===== src/rtl/lpc_pkg.sv =====
// package for the lattice lpc synthesis filter
// holds lattice order, fixed-point limits and the command record passed front to back
// no dependencies
package lpc_pkg;

    // lattice order and coefficient store
    localparam int ORDER       = 16;
    localparam int COEF_DEPTH  = 16;
    localparam int COEF_IDX_W  = 4;
    localparam int STAGE_W     = (ORDER > 1) ? $clog2(ORDER) : 1;

    // command queue between front and back, depth is a power of two
    localparam int QUEUE_DEPTH = 2;

    // stability and output limits, state has 8 fraction bits
    localparam logic signed [31:0] STAGE_LIMIT = 32'sd8388352;
    localparam logic signed [23:0] OUT_LIMIT   = 24'sd32766;

    // request kinds
    typedef enum logic {
        OP_LOAD   = 1'b0,
        OP_SAMPLE = 1'b1
    } t_op;

    // classified request: data is the coefficient for a load, the residual for a sample
    typedef struct packed {
        t_op                     op;
        logic [COEF_IDX_W-1:0]   index;
        logic signed [15:0]      data;
    } t_cmd;

endpackage


===== src/rtl/lpc_cmd_queue.sv =====
// front of the lattice filter: accepts requests, classifies them and queues them
// depends on lpc_pkg (t_cmd, t_op, QUEUE_DEPTH)
module lpc_cmd_queue (
    input  logic               i_clk,
    input  logic               i_rst_n,
    input  logic               i_in_valid,
    output logic               o_in_ready,
    input  logic               i_operation,
    input  logic [3:0]         i_coef_index,
    input  logic signed [15:0] i_coef_value,
    input  logic signed [15:0] i_residual_sample,
    output lpc_pkg::t_cmd      o_cmd,
    output logic               o_cmd_valid,
    input  logic               i_cmd_pop
);
    import lpc_pkg::*;

    localparam int QPTR_W = (QUEUE_DEPTH > 1) ? $clog2(QUEUE_DEPTH) : 1;
    localparam int QCNT_W = $clog2(QUEUE_DEPTH + 1);

    t_cmd              r_slot [QUEUE_DEPTH];
    logic [QPTR_W-1:0] r_wr_ptr;
    logic [QPTR_W-1:0] r_rd_ptr;
    logic [QCNT_W-1:0] r_count;
    t_cmd              n_cmd;
    logic              push;
    logic              pop;

    // classify the incoming request
    always_comb begin
        n_cmd.op    = i_operation ? OP_SAMPLE : OP_LOAD;
        n_cmd.index = i_coef_index;
        n_cmd.data  = i_operation ? i_residual_sample : i_coef_value;
    end

    assign o_in_ready  = (r_count != QCNT_W'(QUEUE_DEPTH));
    assign o_cmd_valid = (r_count != '0);
    assign o_cmd       = r_slot[r_rd_ptr];
    assign push        = i_in_valid && o_in_ready;
    assign pop         = i_cmd_pop && o_cmd_valid;

    // queue storage and pointers
    always_ff @(posedge i_clk) begin
        if (!i_rst_n) begin
            r_wr_ptr <= '0;
            r_rd_ptr <= '0;
            r_count  <= '0;
        end else begin
            if (push) begin
                r_slot[r_wr_ptr] <= n_cmd;
                r_wr_ptr         <= r_wr_ptr + 1'b1;
            end
            if (pop) begin
                r_rd_ptr <= r_rd_ptr + 1'b1;
            end
            case ({push, pop})
                2'b10:   r_count <= r_count + 1'b1;
                2'b01:   r_count <= r_count - 1'b1;
                default: r_count <= r_count;
            endcase
        end
    end

endmodule


===== config.mk =====
export PLATFORM = sky130hd
export DESIGN_NAME = lpc_cmd_queue
export DESIGN_NICKNAME = d
export VERILOG_FILES = /design/src/rtl/lpc_pkg.sv /design/src/rtl/lpc_cmd_queue.sv
export SDC_FILE = /design/constraint.sdc
export NUM_CORES = 1
export LEC_CHECK = 0
export BUFFER_PORTS_ARGS = -buffer_cell sky130_fd_sc_hd__buf_2
export CAP_MARGIN = 10
export CORE_MARGIN = 2
export CORE_UTILIZATION = 45
export DETAILED_ROUTE_END_ITERATION = 8
export PLACE_DENSITY = 0.82
export SYNTH_ARGS = -nofsm -noshare
export SYNTH_HDL_FRONTEND = slang
export SYNTH_SLANG_ARGS = --single-unit

===== constraint.sdc =====
create_clock -name i_clk -period 5.5 [get_ports i_clk]
set_input_delay 1.1 -clock i_clk [delete_from_list [all_inputs] [get_ports i_clk]]
set_output_delay 1.1 -clock i_clk [all_outputs]
set_load 0.05 [all_outputs]

==> metrics.txt <==
RePlAce Congestion=0.760; number of synthesis warnings=0; DP Wirelength=2.48 mm; setup ws final=between 2 and 3 ns; Switching Power=0.000421 W; setup bufs post-CTS=0; P_leak=approximately 0.94 nW; post-cts resize count=0; number of I/O pins=64; root buf cell=clkbuf_8; Synth-to-Final Area Change=24.9%; crit share post-route=53.6%; grt ovf=0; final clock skew=0.00226 ns; Crit Path Class=flip-flop to primary output; global-route usage over all layers=about 15%; Detailed Route WL=3.53 mm; Port Buffer Count=63; final std cells w/o fill=227; CTS sink cnt=47; worst hold path type=flip-flop to flip-flop; DRT antenna net count=0; pre-CTS setup slack=2.80 ns; Num CTS Buffers=5; Core Region=4090 um^2; Slew Limit Headroom=35.4%; post-synthesis cell area=1940 um^2; Critical Path RT=4.40 ns; clock power share=22.3%; vias post-DR=about 1100; Synth area leader=edfxtp_1; worst-skew pair later-pin latency=0.29 ns; Max Clk Rate=339 MHz; drt drc=0; peak supply drop=0.329 mV; die area=4860 um^2; Reg clk slew, reported paths=0.08 ns; H-tree levels=2; Finished Core Util=59.3%; hold_buf cts=0; Final Net Count=218; syn_nets=151; vias per cell=around 5; Int Power=slightly below 0.0007 W; Fin Setup TNS=0 ns; post-synthesis cell type count=18; Mean Syn Cell Area=17.8 um^2; share of layout cells above drive strength 1=44.1%; Fin. Hold Viols=0; DIE HEIGHT=about 70 um; max-cap violations=0; top cells by area, synth=edfxtp_1, mux2_1, dfxtp_1, mux2_2, xnor2_1; Switching Fraction=37.9%; sequential power share=42.5%; initial antenna violation count=0; Critical Path AT=1.85 ns; fill cell count=325; DRT Pass-1 Iters=4; min Tclk post-route=2.95 ns; Bufs on Longest Clock Path=2; ANT cells=0; power after layout=0.00111 W; Seq/Total Area, Yosys=between 70% and 80%; Die X=between 60 and 70 um; status=finished, final reports clean; Synth top area share=64.9%; worst-path maximum fanout=21; DP Cell Count=between 200 and 250; crit end category=primary output; max-slew violations=0; CP Launch Type=flip-flop; largest net degree at the start of global routing=22; power per cell area=about 460 nW/um^2; Least-Margin Pin Slew=just under 1 ns; TritonCTS clock tree=yes; first-pass GRT wire length=~5.5 mm; RSZ-0062 raised after global routing=false; synthesized instance count=109; Routed WL per cell=15.6 um; Row Count=23; logic gate share of total power=35.2%; Initial Utilization=47.5%; vias in the first global route=1180; Initial DRC Count=59; post-synthesis sequential element count=47; final setup fails=0
-- power groups by stage --
stage / combinational, W / clock (W) / sequential, W
CTS: 0.000396 / 0.000254 / 0.000475
global placement: 0.000383 / 0 / 0.000479
global route: 0.000413 / 0.000268 / 0.000480
detailed placement: 0.000393 / 0 / 0.000483
floorplan: 0.000328 / 0 / 0.000455
finish: 0.000392 / 0.000248 / 0.000473
-- layout by cell type (no fill, tap or decap) --
| master | synthesis | final |
|---|---|---|
| and4_1 | 1 | 1 |
| o21a_2 | 1 | 1 |
| clkinv_4 | 0 | 1 |
| or2_2 | 1 | 1 |
| or3_1 | 2 | 2 |
| clkbuf_8 | 0 | 5 |
| ha_1 | 1 | 1 |
| a21boi_1 | 2 | 2 |
| nor2b_1 | 3 | 3 |
| clkinv_2 | 0 | 1 |
| nor3b_2 | 0 | 1 |
| inv_1 | 2 | 2 |
| buf_2 | 4 | 63 |
| buf_4 | 0 | 1 |
| mux2_1 | 34 | 34 |
| edfxtp_1 | 42 | 42 |
| o21ai_0 | 2 | 2 |
| and2_1 | 1 | 1 |
| bufinv_16 | 0 | 1 |
| dfxtp_1 | 5 | 5 |
| xnor2_1 | 3 | 3 |
| mux2_2 | 3 | 3 |
| nand2_1 | 1 | 1 |
-- worst paths after layout --
path / from / endpoint / slack [ns] / cells after the start
setup / recovery: flip-flop / o_cmd[11] / 2.55 / 2
hold / removal: r_count[1] / r_count[1] / 0.53 / 2
setup reg to reg: r_count[0] / r_slot[1][10] / 3.64 / 3
hold reg to reg: r_count[1] / r_count[1] / 0.53 / 2
-- layout make-up --
cell class / count / area, um^2 / area share [%]
Clock inverter: 3 / 43.8 / 1.81
Multi-Input combinational cell: 56 / 558 / 23.0
Sequential cell: 47 / 1360 / 56.1
Timing Repair Buffer: 64 / 323 / 13.3
Clock buffer: 5 / 68.8 / 2.84
Tap cell: 50 / 62.6 / 2.58
Inverter: 2 / 7.51 / 0.310
-- kinds of logic (layout without fill, tap and decap cells) --
kind of cell,Yosys count,in the layout,share of synthesized area [%]
fa+ha+maj,1,1,0.644
flops,47,47,70.1
buf+inv,6,74,1.42
simple gates,10,10,3.29
xor+xnor,3,3,1.35
mux,37,37,21.5
compound gates,5,5,1.74
-- per-stage QoR --
stage               area (um^2)  hold WS (ns)
finish                     2420         0.532
global route               2420         0.572
CTS                        2420         0.524
detailed placement         2310         0.501
global placement           2310         0.487
floorplan                  1940         0.466
-- synth_stat cells --
master	count
o21a_2	1
or2_2	1
nor3b_1	1
xnor2_1	3
and4_1	1
and2_1	1
or3_1	2
a21boi_1	2
o21ai_0	2
nand2_1	1
mux2_2	3
edfxtp_1	42
inv_1	2
nor2b_1	3
buf_2	4
mux2_1	34
ha_1	1
dfxtp_1	5
-- state kept, by name, summed over array words and instances (netlist names), named ones only --
register and count:
r_wr_ptr 1, r_slot 42, r_rd_ptr 1, r_count 2
-- layer usage --
metal  vias to the layer above  track usage [%]  wire [um]
met3                         2             5.09        240
met2                        46             28.3       1930
met4                         0             3.85         21
met5                         -                0          0
met1                       544             15.5       1340
li1                        547                -          -
-- critical path, cell delays in order (launching register included) --
cell and delay, ns:
dfxtp_1 0.93, mux2_2 0.41, buf_2 0.21
Note: power is estimated with default switching activity, not from simulation.
